[config.mk]
export PLATFORM = sky130hd
export DESIGN_NAME = bidu_lane
export DESIGN_NICKNAME = d
export VERILOG_FILES = /design/src/sv/bidu_pkg.sv /design/src/sv/bidu_lane.sv
export SDC_FILE = /design/constraint.sdc
export NUM_CORES = 2
export LEC_CHECK = 0
export BUFFER_PORTS_ARGS = -buffer_cell sky130_fd_sc_hd__buf_2
export CAP_MARGIN = 10
export CORE_ASPECT_RATIO = 0.5
export CORE_MARGIN = 2
export CORE_UTILIZATION = 35
export CTS_CLUSTER_DIAMETER = 80
export DETAILED_ROUTE_END_ITERATION = 10
export PLACE_DENSITY = 0.47
export SYNTH_ARGS = -nofsm -noshare
export SYNTH_HDL_FRONTEND = slang
export SYNTH_SLANG_ARGS = --single-unit
[constraint.sdc]
create_clock -name clk -period 23.9 [get_ports clk]
set_clock_uncertainty 0.1 [all_clocks]
set_input_delay 4.78 -clock clk [delete_from_list [all_inputs] [get_ports clk]]
set_output_delay 4.78 -clock clk [all_outputs]
set_load 0.05 [all_outputs]
[src/sv/bidu_pkg.sv]
`timescale 1ns / 1ps
// ============================================================================
// Bilinear downscaler package
// Shared constants, sequencer states and the control group that the
// sequencer sends to the coordinate units and the channel lanes.
// ============================================================================
package bidu_pkg;

  localparam int MAX_WIDTH_DEF  = 128;
  localparam int MAX_HEIGHT_DEF = 128;
  localparam int FRAC_BITS_DEF  = 16;

  localparam int STEP_W      = 24;
  localparam int SIZE_W      = 8;
  localparam int SRC_COORD_W = 7;
  localparam int DST_COORD_W = 12;
  localparam int PIXEL_W     = 32;
  localparam int CHAN_W      = 8;
  localparam int NUM_CHAN    = 4;
  localparam int CFG_IDX_W   = 2;
  localparam int CFG_DATA_W  = 24;

  localparam logic OP_WRITE   = 1'b0;
  localparam logic OP_REQUEST = 1'b1;

  localparam logic [CFG_IDX_W-1:0] CFG_HSTEP  = 2'd0;
  localparam logic [CFG_IDX_W-1:0] CFG_VSTEP  = 2'd1;
  localparam logic [CFG_IDX_W-1:0] CFG_WIDTH  = 2'd2;
  localparam logic [CFG_IDX_W-1:0] CFG_HEIGHT = 2'd3;

  localparam logic [STEP_W-1:0] STEP_RESET = 24'h010000;
  localparam logic [SIZE_W-1:0] SIZE_RESET = 8'd128;

  typedef enum logic [3:0] {
    ST_IDLE,
    ST_MUL,
    ST_SPLIT,
    ST_RD0,
    ST_RD1,
    ST_RD2,
    ST_RD3,
    ST_LERP_H,
    ST_LERP_V,
    ST_OUT
  } bidu_state_t;

  typedef struct packed {
    logic coord_en;
    logic split_en;
    logic lerp_h_en;
    logic lerp_v_en;
  } bidu_ctrl_t;

endpackage

[src/sv/bidu_lane.sv]
`timescale 1ns / 1ps
// ============================================================================
// Bilinear downscaler channel lane
// Interpolates one byte channel: a horizontal blend of both rows, then a
// vertical blend, then rounding half up to eight bits.
// ============================================================================
module bidu_lane #(
  parameter int FRAC_BITS = bidu_pkg::FRAC_BITS_DEF
) (
  input  logic                          clk,
  input  bidu_pkg::bidu_ctrl_t          ctrl,
  input  logic [bidu_pkg::CHAN_W-1:0]   p00,
  input  logic [bidu_pkg::CHAN_W-1:0]   p10,
  input  logic [bidu_pkg::CHAN_W-1:0]   p01,
  input  logic [bidu_pkg::CHAN_W-1:0]   p11,
  input  logic [FRAC_BITS-1:0]          fx,
  input  logic [FRAC_BITS-1:0]          fy,
  output logic [bidu_pkg::CHAN_W-1:0]   chan
);
  import bidu_pkg::*;

  localparam int H_W   = CHAN_W + FRAC_BITS;
  localparam int ACC_W = CHAN_W + 2 * FRAC_BITS;
  localparam logic [ACC_W:0] HALF = (ACC_W + 1)'(1) << (2 * FRAC_BITS - 1);

  logic signed [CHAN_W:0]  d0;
  logic signed [CHAN_W:0]  d1;
  logic signed [H_W+1:0]   m0;
  logic signed [H_W+1:0]   m1;
  logic signed [H_W+1:0]   s0;
  logic signed [H_W+1:0]   s1;
  logic [H_W-1:0]          h0_r;
  logic [H_W-1:0]          h1_r;
  logic signed [H_W:0]     dh;
  logic signed [ACC_W+1:0] mv;
  logic signed [ACC_W+1:0] sv;
  logic [ACC_W-1:0]        acc_r;
  logic [ACC_W:0]          rnd;

  always_comb begin
    d0  = $signed({1'b0, p10}) - $signed({1'b0, p00});
    d1  = $signed({1'b0, p11}) - $signed({1'b0, p01});
    m0  = d0 * $signed({1'b0, fx});
    m1  = d1 * $signed({1'b0, fx});
    s0  = $signed({2'b00, p00, {FRAC_BITS{1'b0}}}) + m0;
    s1  = $signed({2'b00, p01, {FRAC_BITS{1'b0}}}) + m1;
    dh  = $signed({1'b0, h1_r}) - $signed({1'b0, h0_r});
    mv  = dh * $signed({1'b0, fy});
    sv  = $signed({2'b00, h0_r, {FRAC_BITS{1'b0}}}) + mv;
    rnd = {1'b0, acc_r} + HALF;
  end

  always_ff @(posedge clk) begin
    if (ctrl.lerp_h_en) begin
      h0_r <= s0[H_W-1:0];
      h1_r <= s1[H_W-1:0];
    end
    if (ctrl.lerp_v_en) begin
      acc_r <= sv[ACC_W-1:0];
    end
  end

  assign chan = rnd[ACC_W-1:2*FRAC_BITS];

endmodule

==> results.md <==
- Die H: 205 um
- Residual DRC: 0
- Mapped Area: 28,300 sq um
- Normalized max-slew margin: 0.245
- Crit path top cell by count: fa_1
- Fin crit share: 0.504
- Antenna Nets Post-Route: 0
- Total grt overflow: 0
- Async SR Flop Fraction: 0
- Die width: 406 um
- Fmax: 0.0829 GHz
- Core area: 79,700 sq um
- Io pins: 77
- Synthesized area per cell: 9.08 sq um
- MaxCap Viol Count: 0
- WL/cell: 17.3 um
- First-pass GRT wire length: 121,000 um
- Final Hold Vio Count: 0
- Crit path largest cell delay: 0.80 ns
- Final WL: 72,700 um
- Area growth syn-to-layout: 6.56%
- Kind of cell adding the most delay to the critical path: adder cells
- Detailed Route Iter0 Violations: 933
- Vias in the first global route: 21,700
- WL met1: 35,300 um
- GRT Util Overall: 0.187
- Routed wl met2: 34,100 um
- CP max FO: 29
- RSZ-0062 raised after global routing: no
- Kind of critical path: in2reg
- Post-synth EDFFs: 57
- Top layer in use: met4
- RePlAce Congestion: 0.817
- Slowest cell on the critical path: a2111oi_0
- Largest net degree at the start of global routing: 49
- Port buffer count: 74
- Initial Util: 0.355
- TritonRoute pass-1 iters: 5
- Hold depth: 3
- Vias: 19,900
- Std-Cell Rows: 73
- Initial antenna violation count: 0
- Nets: 4,062
- Setup TNS: 0 ns
- Min cycle time layout: 12.06 ns
- Status: finished, final reports clean
- WP depth: 23
- Clock Path Buffers: 2
- Reg2reg path depth: 33
- TritonCTS clock tree: built
- Register area share after synthesis: 0.0605
- Cell variety after synth: 68
- R2R Setup Slk: 14.14 ns
- Syn. warnings: 0
- Setup crit end kind: flip-flop
- Critical path launch point type: input port
- Required @ worst endpoint: 23.87 ns
- Post-DP HPWL: 58,000 um
- Fill cells: 8,223
- Arr. time, crit path: 12.02 ns
- Crit-path cells: buf_2, nand2_1, o311ai_0, fa_1, inv_1, fa_1, fa_1, inv_1, fa_1, fa_1, inv_1, fa_1, inv_1, ha_1, nand4_1, a2111oi_0, o211ai_1, a21oi_1, nor3_2, o21ai_2, o21ai_1, a311oi_1, xor2_1
- Worst-path clk slew: 0.06 ns
- WP buf/inv: 5
- Worst-skew pair later-pin latency: 0.34 ns
- Sink Count: 57
- Final setup violating endpoints: 0
- H-tree levels: 3
- CTS buffer count: 9
- Slew Viols, Final: 0
- Min-Delay Path Class: reg2reg
- Post-layout util: 0.378
- # diodes: 0
- DIE AREA: 83,300 sq um
- Least-Margin Pin Slew: 1.13 ns
- Syn_nets: 4,068
- Commonest register cell after synthesis: edfxtp_1
- Avg Vias per Cell: 4.74
- #FFs+latches synth: 57
- Cts hold-fix bufs: 0
- Post_cts resized: 0
- Root Driver: clkbuf_16
- Layout cell share with drive strength beyond 1: 0.0494
- Setup bufs post-CTS: 0
- WL met3: 2690 um
- Synthesized instance count: 3,119
state kept, by name, summed over array words and instances, names as in the netlist:
signal	count
acc_r	9
h0_r	24
h1_r	24
cell families (layout without fill, tap and decap cells):
| kind of cell | count (synthesis) | after routing | share of synthesized area |
|---|---|---|---|
| DFF | 57 | 57 | 0.0605 |
| xor gates and xnor gates | 101 | 101 | 0.0313 |
| adders and majority gates | 880 | 880 | 0.554 |
| buffers and inverters | 948 | 947 | 0.127 |
| AOI/OAI and AO/OA | 225 | 225 | 0.0549 |
| and+or+nand+nor | 908 | 908 | 0.172 |
through the flow:
step	instance area [sq um]	worst slack [ns]	std cells	hold slack, ns
2_1_floorplan	28300	12.87	3119	0.709
3_3_place_gp	29900	11.47	4188	0.875
3_5_place_dp	29900	11.38	4188	0.948
4_1_cts	30200	11.71	4204	0.955
5_1_grt	30200	11.38	4205	0.996
6_report	30200	11.84	4205	0.944
final cells by class:
cell class              count  area (sq um)  area share
clock buffers               9           225     0.00747
clock inverters             7          70.1     0.00232
inverters                 816          3060       0.102
multi-input cells        2114         23000       0.764
flip-flops and latches     57          1710      0.0567
well taps                1087          1360      0.0451
repair buffers            115           682      0.0226
worst register-to-register path: cells and delay by family (launching register included):
| kind | cells | cell delay [ns] |
|---|---|---|
| adders and majority gates | 8 | 3.43 |
| buffers and inverters | 7 | 1.09 |
| xor gates and xnor gates | 1 | 0.14 |
| DFF | 1 | 0.37 |
| and+or+nand+nor | 5 | 0.73 |
| AOI/OAI and AO/OA | 12 | 3.64 |
cell usage after synthesis, types with 21 or more instances:
cell type	number	area share
nor2_1	48	0.0064
o21ai_0	44	0.0078
nand2_1	304	0.040
nand3_1	40	0.0071
nor3_1	21	0.0037
clkbuf_1	117	0.016
xor2_1	22	0.0068
inv_1	816	0.11
nor2b_1	40	0.0088
xnor2_1	79	0.024
nand2b_1	68	0.015
a21o_1	22	0.0058
edfxtp_1	57	0.060
ha_1	256	0.11
a21oi_1	52	0.0092
fa_1	624	0.44
nor3b_1	37	0.0098
and2_1	272	0.060
final timing paths:
path	endpoint	startpoint
setup / recovery	acc_r[39]	fy[2]
hold / removal	acc_r[39]	h1_r[23]
setup reg to reg	acc_r[39]	h0_r[14]
hold reg to reg	acc_r[39]	h1_r[23]
metal layers:
metal	up-vias	track usage
li1	9269	-
met1	10300	0.267
met2	334	0.317
met3	41	0.0141
met4	0	0.0235
met5	-	0
cell usage in the layout, fill, tap and decap left out, drive strengths merged, types with 40 or more instances in the layout:
master  Yosys  layout
nor2b      40      40
ha        256     256
nor2       48      48
o21ai      52      52
inv       816     817
a21oi      53      53
and2      272     272
buf        15     115
xnor2      79      79
nand2b     68      68
nand2     304     304
nand3      40      40
edfxtp     57      57
fa        624     624
Power is left out: the tool's default activity adds up to more than one toggle a clock period on the data nets, which glitch-free logic cannot reach.
