<file path="config.mk">
export PLATFORM = sky130hd
export DESIGN_NAME = bidu_coord
export DESIGN_NICKNAME = d
export VERILOG_FILES = /design/src/sv/bidu_pkg.sv /design/src/sv/bidu_coord.sv
export SDC_FILE = /design/constraint.sdc
export NUM_CORES = 1
export LEC_CHECK = 0
export ABC_AREA = 1
export ABC_CLOCK_PERIOD_IN_PS = 15200
export BUFFER_PORTS_ARGS = -buffer_cell sky130_fd_sc_hd__buf_2
export CAP_MARGIN = 5
export CELL_PAD_IN_SITES_DETAIL_PLACEMENT = 0
export CELL_PAD_IN_SITES_GLOBAL_PLACEMENT = 1
export CORE_MARGIN = 2
export CORE_UTILIZATION = 35
export DETAILED_ROUTE_END_ITERATION = 12
export PLACE_DENSITY = 0.73
export SETUP_SLACK_MARGIN = 0.3
export SYNTH_ARGS = -nofsm -noshare
export SYNTH_HDL_FRONTEND = slang
export SYNTH_SLANG_ARGS = --single-unit
export TNS_END_PERCENT = 20
</file>
<file path="constraint.sdc">
create_clock -name clk -period 15.2 [get_ports clk]
set_input_delay 2.28 -clock clk [delete_from_list [all_inputs] [get_ports clk]]
set_output_delay 2.28 -clock clk [all_outputs]
set_load 0.01 [all_outputs]
</file>
<file path="src/sv/bidu_pkg.sv">
`timescale 1ns / 1ps
// ============================================================================
// Bilinear downscaler package
// Shared constants, sequencer states and the control group that the
// sequencer sends to the coordinate units and the channel lanes.
// ============================================================================
package bidu_pkg;

  localparam int MAX_WIDTH_DEF  = 128;
  localparam int MAX_HEIGHT_DEF = 128;
  localparam int FRAC_BITS_DEF  = 16;

  localparam int STEP_W      = 24;
  localparam int SIZE_W      = 8;
  localparam int SRC_COORD_W = 7;
  localparam int DST_COORD_W = 12;
  localparam int PIXEL_W     = 32;
  localparam int CHAN_W      = 8;
  localparam int NUM_CHAN    = 4;
  localparam int CFG_IDX_W   = 2;
  localparam int CFG_DATA_W  = 24;

  localparam logic OP_WRITE   = 1'b0;
  localparam logic OP_REQUEST = 1'b1;

  localparam logic [CFG_IDX_W-1:0] CFG_HSTEP  = 2'd0;
  localparam logic [CFG_IDX_W-1:0] CFG_VSTEP  = 2'd1;
  localparam logic [CFG_IDX_W-1:0] CFG_WIDTH  = 2'd2;
  localparam logic [CFG_IDX_W-1:0] CFG_HEIGHT = 2'd3;

  localparam logic [STEP_W-1:0] STEP_RESET = 24'h010000;
  localparam logic [SIZE_W-1:0] SIZE_RESET = 8'd128;

  typedef enum logic [3:0] {
    ST_IDLE,
    ST_MUL,
    ST_SPLIT,
    ST_RD0,
    ST_RD1,
    ST_RD2,
    ST_RD3,
    ST_LERP_H,
    ST_LERP_V,
    ST_OUT
  } bidu_state_t;

  typedef struct packed {
    logic coord_en;
    logic split_en;
    logic lerp_h_en;
    logic lerp_v_en;
  } bidu_ctrl_t;

endpackage

</file>
<file path="src/sv/bidu_coord.sv">
`timescale 1ns / 1ps
// ============================================================================
// Bilinear downscaler coordinate unit
// Scales one target coordinate by a fixed-point step, then splits the
// position into a saturated neighbour pair and a fraction.
// ============================================================================
module bidu_coord #(
  parameter int LIM_MAX   = bidu_pkg::MAX_WIDTH_DEF,
  parameter int FRAC_BITS = bidu_pkg::FRAC_BITS_DEF,
  localparam int IDX_W    = $clog2(LIM_MAX)
) (
  input  logic                               clk,
  input  bidu_pkg::bidu_ctrl_t               ctrl,
  input  logic [bidu_pkg::DST_COORD_W-1:0]   coord,
  input  logic [bidu_pkg::STEP_W-1:0]        step,
  input  logic [bidu_pkg::SIZE_W-1:0]        size,
  output logic [IDX_W-1:0]                   i0,
  output logic [IDX_W-1:0]                   i1,
  output logic [FRAC_BITS-1:0]               frac
);
  import bidu_pkg::*;

  localparam int PROD_W = DST_COORD_W + STEP_W;
  localparam int IP_W   = PROD_W - FRAC_BITS;
  localparam int LIM_W  = $clog2(LIM_MAX + 1);
  localparam int CMP_W  = ((IP_W > LIM_W) ? IP_W : LIM_W) + 1;

  logic [PROD_W-1:0]    prod_r;
  logic [IDX_W-1:0]     i0_r;
  logic [IDX_W-1:0]     i1_r;
  logic [FRAC_BITS-1:0] frac_r;
  logic [LIM_W-1:0]     limit;
  logic [CMP_W-1:0]     ip_ext;
  logic [CMP_W-1:0]     lim_ext;
  logic [CMP_W-1:0]     a_ext;
  logic [IDX_W-1:0]     a;
  logic [IDX_W-1:0]     a_inc;
  logic                 sat;
  logic                 has_next;

  always_comb begin
    priority if (size == '0) begin
      limit = LIM_W'(1);
    end else if (32'(size) > LIM_MAX) begin
      limit = LIM_W'(LIM_MAX);
    end else begin
      limit = LIM_W'(size);
    end
    ip_ext   = CMP_W'(prod_r[PROD_W-1:FRAC_BITS]);
    lim_ext  = CMP_W'(limit);
    sat      = (ip_ext >= lim_ext);
    a        = sat ? IDX_W'(limit - LIM_W'(1)) : IDX_W'(prod_r[PROD_W-1:FRAC_BITS]);
    a_ext    = CMP_W'(a) + CMP_W'(1);
    has_next = (a_ext < lim_ext);
    a_inc    = a + IDX_W'(1);
  end

  always_ff @(posedge clk) begin
    if (ctrl.coord_en) begin
      prod_r <= PROD_W'(coord) * PROD_W'(step);
    end
    if (ctrl.split_en) begin
      i0_r   <= a;
      i1_r   <= has_next ? a_inc : a;
      frac_r <= prod_r[FRAC_BITS-1:0];
    end
  end

  assign i0   = i0_r;
  assign i1   = i1_r;
  assign frac = frac_r;

endmodule

</file>
==> results of run 1 <==
## how the worst max path moves through the flow
| stage | start | to | slack (ns) | depth (start not counted) |
|---|---|---|---|---|
| finish | coord[11] | prod_r[31]$_DFFE_PP_ | 7.65 | 17 |
| global route | coord[10] | prod_r[31]$_DFFE_PP_ | 7.38 | 17 |
| CTS | coord[11] | prod_r[31]$_DFFE_PP_ | 7.69 | 17 |
| detailed placement | coord[11] | prod_r[31]$_DFFE_PP_ | 7.36 | 17 |
| global placement | coord[11] | prod_r[31]$_DFFE_PP_ | 7.35 | 17 |
| floorplan | step[7] | prod_r[24]$_DFFE_PP_ | 8.26 | 19 |
## layer usage
metal / wire, um / vias up / part of all wire, %
li1: - / 4447 / -
met1: 12400 / 4509 / 45
met2: 13800 / 187 / 50
met3: 1020 / 34 / 3.7
met4: 411 / 0 / 1.5
met5: 0 / - / 0
## sequential cells by signal, summed over array words and instances (netlist names)
name and cells:
i1 7, prod_r 36, frac 16, i0 7
## cell type report
class / count / area share [%]
multi-input cells: 965 / 63.9
clock inverters: 6 / 1.02
clock buffers: 10 / 1.70
repair buffers: 76 / 2.83
flip-flops and latches: 66 / 14.7
well taps: 455 / 4.23
inverters: 414 / 11.6
## critical path, stage by stage
cell     delay, ns
buf_2         0.45
nand2_1       0.17
fa_1          0.55
inv_1         0.05
fa_1          0.51
fa_1          0.56
inv_1         0.06
fa_1          0.50
fa_1          0.55
inv_1         0.05
ha_1          0.35
nand2_1       0.15
nor4_1        0.75
nand3_1       0.16
nand3_1       0.19
a21oi_1       0.11
xnor2_1       0.14
## kinds of logic after synthesis
kind of cell,Yosys count
AOI/OAI and AO/OA,86
xor gates and xnor gates,33
adders and majority gates,311
buffers and inverters,462
DFF,66
and+or+nand+nor,535
## per-stage QoR
stage	instances	power [mW]	utilization, %	cell area [sq um]	setup slack (ns)
floorplan	1493	2.14	-	12300	8.26
global placement	1976	2.76	37.8	13100	7.35
detailed placement	1976	2.77	37.8	13100	7.36
CTS	1992	3.04	38.8	13400	7.69
global route	1992	3.38	38.8	13400	7.38
finish	1992	3.00	38.8	13400	7.65
## power groups by stage
stage                     Clock, mW  Sequential, mW  Combinational, mW
after detailed placement          0           0.414               2.36
final                         0.250           0.410               2.34
after CTS                     0.254           0.411               2.37
after global routing          0.264           0.417               2.70
after floorplan                   0           0.415               1.73
after global placement            0           0.412               2.35
## synthesized netlist by cell type (2+ instances only)
cell type / instances / share of area [%]
a21boi_1: 2 / 0.12
a21o_1: 3 / 0.18
a21oi_1: 42 / 1.7
a21oi_4: 2 / 0.26
a221oi_1: 2 / 0.14
a31oi_1: 4 / 0.20
clkbuf_1: 48 / 1.5
edfxtp_1: 66 / 16
fa_1: 220 / 36
ha_1: 91 / 9.2
inv_1: 407 / 12
inv_2: 6 / 0.18
nand2_1: 413 / 13
nand2_2: 10 / 0.51
nand2_4: 4 / 0.37
nand3_1: 26 / 1.1
nand3_2: 3 / 0.24
nand3b_1: 6 / 0.37
nand4_1: 11 / 0.56
nor2_1: 41 / 1.3
nor2_2: 6 / 0.30
nor2_4: 4 / 0.37
nor3_1: 6 / 0.24
nor4_1: 2 / 0.10
o21a_1: 4 / 0.24
o21ai_0: 14 / 0.57
o21ai_1: 3 / 0.12
o21ai_2: 3 / 0.21
o21bai_1: 3 / 0.18
xnor2_1: 9 / 0.64
xor2_1: 24 / 1.7
## cells in the final DEF (no fill, tap or decap), drive strengths merged
cell type,Yosys,layout
o31ai,1,1
o21ai,20,20
clkinv,1,2
xor2,24,24
nand4,11,11
a21oi,44,44
buf,0,76
o21bai,4,4
and3,1,1
nand2,427,427
nor2,51,51
clkbuf,48,10
inv,413,414
bufinv,0,4
nand3b,6,6
xnor2,9,9
a21boi,2,2
a21o,3,3
edfxtp,66,66
fa,220,220
a221oi,2,2
nand3,30,30
nor3,6,6
o221ai,1,1
or2,1,1
o211ai,1,1
o21a,4,4
ha,91,91
nor4,2,2
a31oi,4,4
==> results_dict.tcl, run 1 <==
set metrics [dict create \
    grt_use_met2_pct 29.0 \
    min_path_cells 0 \
    r2r_setup_slack_ns 11.22 \
    synth_compound_area_share_pct 4.24 \
    drive_gt1_share_pct 8.52 \
    yosys_register_bits 66 \
    clkSlewWorstSetupHoldPaths_ns 0.05 \
    cts.path.max_buffers 2 \
    groute.usage.overall_pct 16.2 \
    hold_start "prod_r[2]$_DFFE_PP_" \
    avgSynthCellArea_sq_um 8.25 \
    yosysSeqAreaShare_pct 16.1 \
    ys_types 39 \
    slew-limit-headroom_pct 40.9 \
    syn-num-nets 1853 \
    drt-pass1-iter-count 7 \
    finalHoldViolations 0 \
    nFillCells 3613 \
    powerDensity_nw_per_um2 223 \
    synth_top_family_by_area "adder cells" \
    globalRouteMet1Util_pct 21.0 \
    syn-instance-count 1493 \
    regArea_sq_um 1980 \
    row_count 68 \
    rr_startpoint "prod_r[22]$_DFFE_PP_" \
    synthAdderAreaFrac_pct 45.0 \
    irDropWorstVdd_mv 0.179 \
    cts_tree "done" \
    ys_warn_count 0 \
    combPwrFrac_pct 78.0 \
    cts.repair.resized 0 \
    drc_errors 0 \
    cts_setup_buffers 0 \
    cp-end-kind "flip-flop" \
    dp_hpwl_um 22700 \
    fin_nets 1892 \
    startpoint_type "primary input" \
    wl_um 27700 \
    gp_congestion 0.880 \
    die_w_um 192 \
    tightest_slew_ns 0.887 \
    io_buffers 76 \
    synth_xor_area_share_pct 2.35 \
    synthToLayoutAreaGrowth_pct 9.23 \
    critical_path_class "in2reg" \
    ioPinCount 79 \
    wl_per_cell_um 13.9 \
    synthArstFlopShare_pct 0 \
    cp.arrival_ns 7.62 \
    vias 9177 \
    cap_violations 0 \
    synth-edff-count 66 \
    seqPwrFrac_pct 13.7 \
    p_leak_nw 7.45 \
    fmax_ghz 0.133 \
    core_sq_um 34600 \
    min_path_type "reg2reg" \
    fin_skew_ns 0.00633 \
    cts_buffers 9 \
    reg2regPathDepth 21 \
    power_frac_clock_pct 8.3 \
    clkSinkCount 66 \
    synthesis.area_sq_um 12300 \
    finalSetupTns_ns 0 \
    clockRootBuffer "clkbuf_16" \
    rr_endpoint "i1[5]$_DFFE_PP_" \
    crit_fanout 24 \
    finalSetupViolCount 0 \
    drt_iter0_markers 410 \
    start_util_pct 35.6 \
    yosys.area_share.simple_pct 18.2 \
    antenna_found_initial 0 \
    cp.required_ns 15.27 \
    min_period_ns 7.55 \
    fp.dieArea_sq_um 36700 \
    synth.area.mux_share_pct 0 \
    diodes 0 \
    gr-total-overflow 0 \
    p_sw_mw 1.58 \
    die_y_um 192 \
    drt.antenna.violating_nets 0 \
    grt_pass1_vias 9744 \
    status "completed" \
    routed_via_density 4.61 \
    htree_levels 3 \
    switching_share_pct 52.6 \
    rsz0062_at_grt "false" \
    top_usage_layer "met2" \
    fin_crit_sh_pct 49.6 \
    clkLatencyLatePin_ns 0.33 \
    hold_buffers 0 \
    grt_pass1_wl_um 47700 \
    final_max_slew_viol_count 0 \
    grt_max_degree 37 \
    intPower_mw 1.42 \
    multi_input_area_sq_um 8590 \
    timing.hold.ws_ns 0.415 \
    grtUsageMet3_pct 1.91 \
    synthFlopType "edfxtp_1" \
    hold_end "frac[2]$_DFFE_PP_" \
]
Power figures use the tool's default switching activity.
==> run 2: changes to the inputs <==
--- a/config.mk
+++ b/config.mk
@@ -6,7 +6,7 @@
 export NUM_CORES = 1
 export LEC_CHECK = 0
 export ABC_AREA = 1
-export ABC_CLOCK_PERIOD_IN_PS = 15200
+export ABC_CLOCK_PERIOD_IN_PS = 7500
 export BUFFER_PORTS_ARGS = -buffer_cell sky130_fd_sc_hd__buf_2
 export CAP_MARGIN = 5
 export CELL_PAD_IN_SITES_DETAIL_PLACEMENT = 0
==> constraint.sdc (replaced) <==
create_clock -name clk -period 7.5 [get_ports clk]
set_input_delay 1.125 -clock clk [delete_from_list [all_inputs] [get_ports clk]]
set_output_delay 1.125 -clock clk [all_outputs]
set_load 0.01 [all_outputs]
==> run 2 against run 1 <==
Combinational power is 100% higher. Utilization decreased by 0.19 points. Register-to-register slack got worse by 7.7 ns. Highest routed layer unchanged.
==> results_dict.tcl, run 2 (synthesized netlist as in run 1, its figures left out) <==
set metrics [dict create \
    status "completed" \
    rr_endpoint "i1[6]$_DFFE_PP_" \
    wl_per_cell_um 14.0 \
    mostFrequentLayoutCells "nand2_1 (413), inv_1 (407), fa_1 (220), ha_1 (91), buf_2 (76)" \
    cts_tree "done" \
    clkSlewWorstSetupHoldPaths_ns 0.06 \
    grt_max_degree 37 \
    dp_hpwl_um 22800 \
    cpMostUsedCell "fa_1" \
    irDropWorstVdd_mv 0.310 \
    io_buffers 76 \
    hold_start "prod_r[2]$_DFFE_PP_" \
    fin_nets 1893 \
    critical_path.max_stage_delay_ns 0.67 \
    htree_levels 3 \
    path_cells "buf_2 > nand2_1 > fa_1 > inv_1 > fa_1 > fa_1 > inv_1 > fa_1 > fa_1 > inv_1 > ha_1 > nand2_1 > nor4_1 > nand3_1 > nand3_1 > a21oi_1 > xnor2_1" \
    powerDensity_nw_per_um2 445 \
    final_max_slew_viol_count 0 \
    tightest_slew_ns 0.879 \
    rr_startpoint "prod_r[22]$_DFFE_PP_" \
    ioPinCount 79 \
    fin_crit_sh_pct 83.2 \
    largest_register "prod_r" \
    hold_end "frac[2]$_DFFE_PP_" \
    row_count 68 \
    gr-total-overflow 0 \
    die_w_um 192 \
    finalHoldViolations 0 \
    cts.path.max_buffers 2 \
    p_leak_nw 7.42 \
    gp_congestion 0.857 \
    slew-limit-headroom_pct 41.4 \
    groute.usage.overall_pct 16.2 \
    startpoint_type "primary input" \
    diodes 0 \
    cp.arrival_ns 6.31 \
    cp-end-kind "flip-flop" \
    cp.required_ns 7.57 \
    clkLatencyLatePin_ns 0.32 \
    antenna_found_initial 0 \
    dr_wl_met2_um 13900 \
    reg2regPathDepth 21 \
    routedLengthMet1_um 12500 \
    fin_skew_ns 0.00663 \
    vias 9206 \
    min_period_ns 6.24 \
    cap_violations 0 \
    routed_via_density 4.62 \
    start_util_pct 35.6 \
    drt.antenna.violating_nets 0 \
    cts_buffers 9 \
    finalSetupTns_ns 0 \
    finalSetupViolCount 0 \
    clkSinkCount 66 \
    largest_reg_flops 36 \
    cts.repair.resized 0 \
    drt_iter0_markers 479 \
    hold_buffers 0 \
    critical_path_class "in2reg" \
    place_ws_ns 0.923 \
    min_path_cells 0 \
    route.met3.wl_um 977 \
    rsz0062_at_grt "false" \
    final_common_cell "nand2_1" \
    drt-pass1-iter-count 5 \
    fmax_ghz 0.160 \
    setup_slack_ns 1.26 \
    r2r_setup_slack_ns 3.49 \
    wl_um 27800 \
    crit_fanout 24 \
    top_layer_used "met4" \
    power_mw 5.96 \
    cts_setup_buffers 0 \
    cpMaxStageDelayCell "nor4_1" \
    fp.dieArea_sq_um 36700 \
    core_sq_um 34600 \
    drive_gt1_share_pct 8.52 \
    grt_pass1_vias 9763 \
    min_path_type "reg2reg" \
    die_y_um 192 \
    drc_errors 0 \
    synthToLayoutAreaGrowth_pct 8.70 \
    grt_pass1_wl_um 47800 \
    clockRootBuffer "clkbuf_16" \
]
[run 2: cell types whose count changed in the layout (fill, tap and decap cells not counted), sizes merged]
cell	delta
clkbuf	-1
bufinv	-3
clkinv	+4
buf	+1
[run 2: area by class of cell]
cell class | instances | area, sq um
fillers | 3625 | 21200
flip-flops and latches | 66 | 1980
clock buffers | 9 | 225
multi-input cells | 965 | 8590
inverters | 414 | 1550
repair buffers | 77 | 388
clock inverters | 7 | 68.8
well taps | 455 | 569
[run 2: power by group]
part | internal, mW | switching, mW | total [mW] | leakage (nW)
logic | 1.73 | 3.00 | 4.73 | 6.63
registers | 0.788 | 0.0427 | 0.831 | 0.644
clock network | 0.256 | 0.147 | 0.403 | 0.145
[run 2: critical path: cells and delay by family]
kind,cells,cell delay (ns)
XOR/XNOR,1,0.14
AND/OR/NAND/NOR,5,1.30
buffers and inverters,4,0.62
AO/OA/AOI/OAI,1,0.11
adder cells (fa/ha/maj),6,2.99
[run 2: worst max-delay path by stage]
stage,startpoint,endpoint,slack (ns),depth (start not counted)
2_1_floorplan,step[7],prod_r[24]$_DFFE_PP_,1.71,19
3_3_place_gp,coord[10],prod_r[31]$_DFFE_PP_,0.98,17
5_1_grt,coord[10],prod_r[31]$_DFFE_PP_,0.97,17
6_report,coord[10],prod_r[31]$_DFFE_PP_,1.26,17
4_1_cts,coord[10],prod_r[31]$_DFFE_PP_,1.26,17
3_5_place_dp,coord[10],prod_r[31]$_DFFE_PP_,0.92,17
[run 2: metal layers]
layer | vias to the layer above | GRT usage, %
met1 | 4531 | 21.1
li1 | 4440 | -
met3 | 38 | 1.34
met5 | - | 0
met2 | 197 | 29.1
met4 | 0 | 4.05
[run 2: through the flow]
step                area (sq um)  hold slack, ns  cells  utilization, %
CTS                        13400           0.407   1993            38.6
global route               13400           0.406   1993            38.6
finish                     13400           0.407   1993            38.6
detailed placement         13100           0.405   1977            37.8
floorplan                  12300           0.400   1493               -
global placement           13100           0.403   1977            37.8
==> run 3: changes to the inputs <==
--- a/config.mk
+++ b/config.mk
@@ -5,8 +5,8 @@
 export SDC_FILE = /design/constraint.sdc
 export NUM_CORES = 1
 export LEC_CHECK = 0
-export ABC_AREA = 1
-export ABC_CLOCK_PERIOD_IN_PS = 7500
+export ABC_AREA = 0
+export ABC_CLOCK_PERIOD_IN_PS = 5300
 export BUFFER_PORTS_ARGS = -buffer_cell sky130_fd_sc_hd__buf_2
 export CAP_MARGIN = 5
 export CELL_PAD_IN_SITES_DETAIL_PLACEMENT = 0
@@ -14,7 +14,7 @@
 export CORE_MARGIN = 2
 export CORE_UTILIZATION = 35
 export DETAILED_ROUTE_END_ITERATION = 12
-export PLACE_DENSITY = 0.73
+export PLACE_DENSITY = 0.74
 export SETUP_SLACK_MARGIN = 0.3
 export SYNTH_ARGS = -nofsm -noshare
 export SYNTH_HDL_FRONTEND = slang
==> constraint.sdc (replaced) <==
create_clock -name clk -period 5.3 [get_ports clk]
set_input_delay 0.795 -clock clk [delete_from_list [all_inputs] [get_ports clk]]
set_output_delay 0.795 -clock clk [all_outputs]
set_load 0.01 [all_outputs]
==> run 3 against run 2 <==
Sequential cell count did not move. Via count rose by 2.1%. Cell count up 0.10%. Global-route usage rose by 0.61 points. The flow now finishes with violations (negative setup slack). Count of clock-buffer cells in the layout up 2. Critical path depth increased by 4. Sequential share of layout area decreased by 2.4 points. Die area down 1.7%. Worst setup slack got worse by 1.4 ns. Worst hold slack better by 0.011 ns. Wire length grew 3.7%. Clock skew down 0.00051 ns.
==> results_dict.tcl, run 3 <==
set metrics [dict create \
    yosysTopAreaCell "fa_1" \
    cts_buffers 9 \
    status "finished, violations left" \
    final_max_slew_viol_count 0 \
    die_w_um 190 \
    wl_per_cell_um 14.5 \
    dp_hpwl_um 24000 \
    avgSynthCellArea_sq_um 9.36 \
    fin_nets 1895 \
    diodes 0 \
    rsz0062_at_grt "true" \
    critPathLaunch "coord[4]" \
    wl_um 28900 \
    path_buf_inv 8 \
    gp_congestion 0.886 \
    synth-edff-count 66 \
    slew-limit-headroom_pct 43.8 \
    min_path_type "reg2reg" \
    ys_types 62 \
    final_cells 1995 \
    groute.usage.overall_pct 16.8 \
    die_y_um 190 \
    clkSinkCount 66 \
    fin_crit_sh_pct 102 \
    cp.arrival_ns 5.51 \
    clkSlewWorstSetupHoldPaths_ns 0.05 \
    drt.antenna.violating_nets 0 \
    synthFlopType "edfxtp_1" \
    rr_startpoint "prod_r[32]$_DFFE_PP_" \
    min_period_ns 5.43 \
    cpMaxStageDelayCell "fa_2" \
    critical_path.max_stage_delay_ns 0.56 \
    drt-pass1-iter-count 4 \
    drive_gt1_share_pct 31.6 \
    cp.required_ns 5.38 \
    yosysSeqAreaShare_pct 16.4 \
    fmax_ghz 0.184 \
    ioPinCount 79 \
    r2r_setup_slack_ns 0.71 \
    cpMostUsedCell "fa_2" \
    finalHoldViolations 0 \
    routed_via_density 4.71 \
    tightest_slew_ns 0.843 \
    placedCellCount 1953 \
    vias 9399 \
    synthArstFlopShare_pct 0 \
    hold_start "prod_r[4]$_DFFE_PP_" \
    crit_fanout 6 \
    setup_slack_ns -0.129 \
    path_cells "buf_12 > buf_12 > buf_6 > nand2_4 > fa_2 > fa_2 > inv_2 > fa_2 > fa_1 > inv_1 > fa_1 > inv_2 > ha_4 > and4_4 > o211ai_1 > buf_4 > a211oi_2 > buf_4 > o22ai_4 > o41ai_4 > xor2_1" \
    critical-path-top-delay-family "adder cells" \
    synthesis.area_sq_um 12100 \
    grt_max_degree 37 \
    cp-end-kind "flip-flop" \
    drc_errors 0 \
    synth.most_common_cell "inv_1" \
    synthToLayoutAreaGrowth_pct 32.0 \
    start_util_pct 35.3 \
    nFillCells 3277 \
    grt_pass1_wl_um 49100 \
    mostFrequentLayoutCells "inv_1 (235), fa_1 (201), buf_4 (189), nand2_1 (180), and2_1 (86)" \
    clkLatencyLatePin_ns 0.34 \
    synthTopCellsByCount "inv_1 (255), fa_1 (220), nand2_1 (201), and2_1 (109), ha_1 (91)" \
    fin_skew_ns 0.00611 \
    synth_top_cell_area_share_pct 36.4 \
    hold_buffers 0 \
    place_ws_ns -0.714 \
    cap_violations 0 \
    clockRootBuffer "clkbuf_16" \
    startpoint_type "primary input" \
    largest_register "prod_r" \
    gr-total-overflow 0 \
    cts.path.max_buffers 2 \
    ys_warn_count 0 \
    antenna_found_initial 0 \
    syn-num-nets 1653 \
    yosys_register_bits 66 \
    cts_tree "done" \
    syn-instance-count 1293 \
    drt_iter0_markers 309 \
    final_common_cell "inv_1" \
    violations "negative setup slack" \
    critical_path_class "in2reg" \
    io_buffers 76 \
    htree_levels 3 \
    finalSetupTns_ns -0.411 \
    row_count 68 \
    finalSetupViolCount 8 \
    ys_top_cells_by_area "fa_1 (36%), edfxtp_1 (16%), ha_1 (9.4%), inv_1 (7.9%), nand2_1 (6.2%)" \
    largest_reg_flops 36 \
    fp.dieArea_sq_um 36100 \
    core_sq_um 34300 \
    timing.hold.ws_ns 0.418 \
    grt_pass1_vias 10300 \
]
-- run 3: cell count changes in the layout (fill, tap and decap cells not counted), sizes merged, moves of 7 or more --
cell,before,now
nand2,427,201
buf,77,288
inv,414,257
and2,0,109
nand3,30,13
xnor2,9,26
a21o,3,14
nor2,51,40
nand2b,0,9
a211oi,0,8
xor2,24,16
clkbuf,9,16
nor2b,0,7
-- run 3: path summary, 6_finish.rpt --
path                                        endpoint  cells after the start
worst max-delay path            prod_r[31]$_DFFE_PP_                     21
worst min-delay path               frac[4]$_DFFE_PP_                      0
worst max register to register       i1[3]$_DFFE_PP_                     20
worst min register to register     frac[4]$_DFFE_PP_                      0
-- run 3: timing repair --
action                     4_1_cts  5_1_grt
pin swaps                       89       89
resized for setup              141       98
setup endpoints to repair       29       29
buffers inserted                10       14
cloned                           2        0
-- run 3: final cells by class --
| cell class | instances | area (sq um) | area share, % |
|---|---|---|---|
| clock buffers | 11 | 233 | 1.46 |
| clock inverters | 5 | 30.0 | 0.188 |
| inverters | 256 | 961 | 6.02 |
| multi-input cells | 909 | 9770 | 61.2 |
| flip-flops and latches | 66 | 1980 | 12.4 |
| well taps | 455 | 569 | 3.56 |
| repair buffers | 293 | 2420 | 15.2 |
-- run 3: routing by layer --
layer | track usage (%) | vias up | part of all wire, %
met5 | 0 | - | 0
met4 | 3.91 | 0 | 1.4
met3 | 1.94 | 31 | 3.1
met2 | 30.7 | 155 | 52
met1 | 21.3 | 4720 | 44
li1 | - | 4493 | -
-- run 3: through the flow --
step                util [%]  cell area [sq um]
floorplan                  -              12500
global placement        42.2              14500
detailed placement      42.2              14500
CTS                     45.1              15500
global route            46.6              16000
finish                  46.6              16000
-- run 3: worst register-to-register path: cells and delay by family, from the launching register on --
family / cells / cell delay [ns]
compound gates: 7 / 1.60
xor+xnor: 2 / 0.32
fa+ha+maj: 2 / 0.58
buf+inv: 2 / 0.28
flops: 1 / 0.40
mux: 1 / 0.12
simple gates: 6 / 1.03
-- run 3: kinds of logic after synthesis --
family | count (synthesis) | synth area share [%]
multiplexers | 4 | 0.372
buffers and inverters | 318 | 10.0
AO/OA/AOI/OAI | 136 | 7.84
AND/OR/NAND/NOR | 416 | 16.5
XOR/XNOR | 42 | 3.04
flip-flops | 66 | 16.4
adder cells (fa/ha/maj) | 311 | 45.8
Power of run 3 is left out: the tool's default activity adds up to more than one toggle a clock period on the data nets, which glitch-free logic cannot reach.
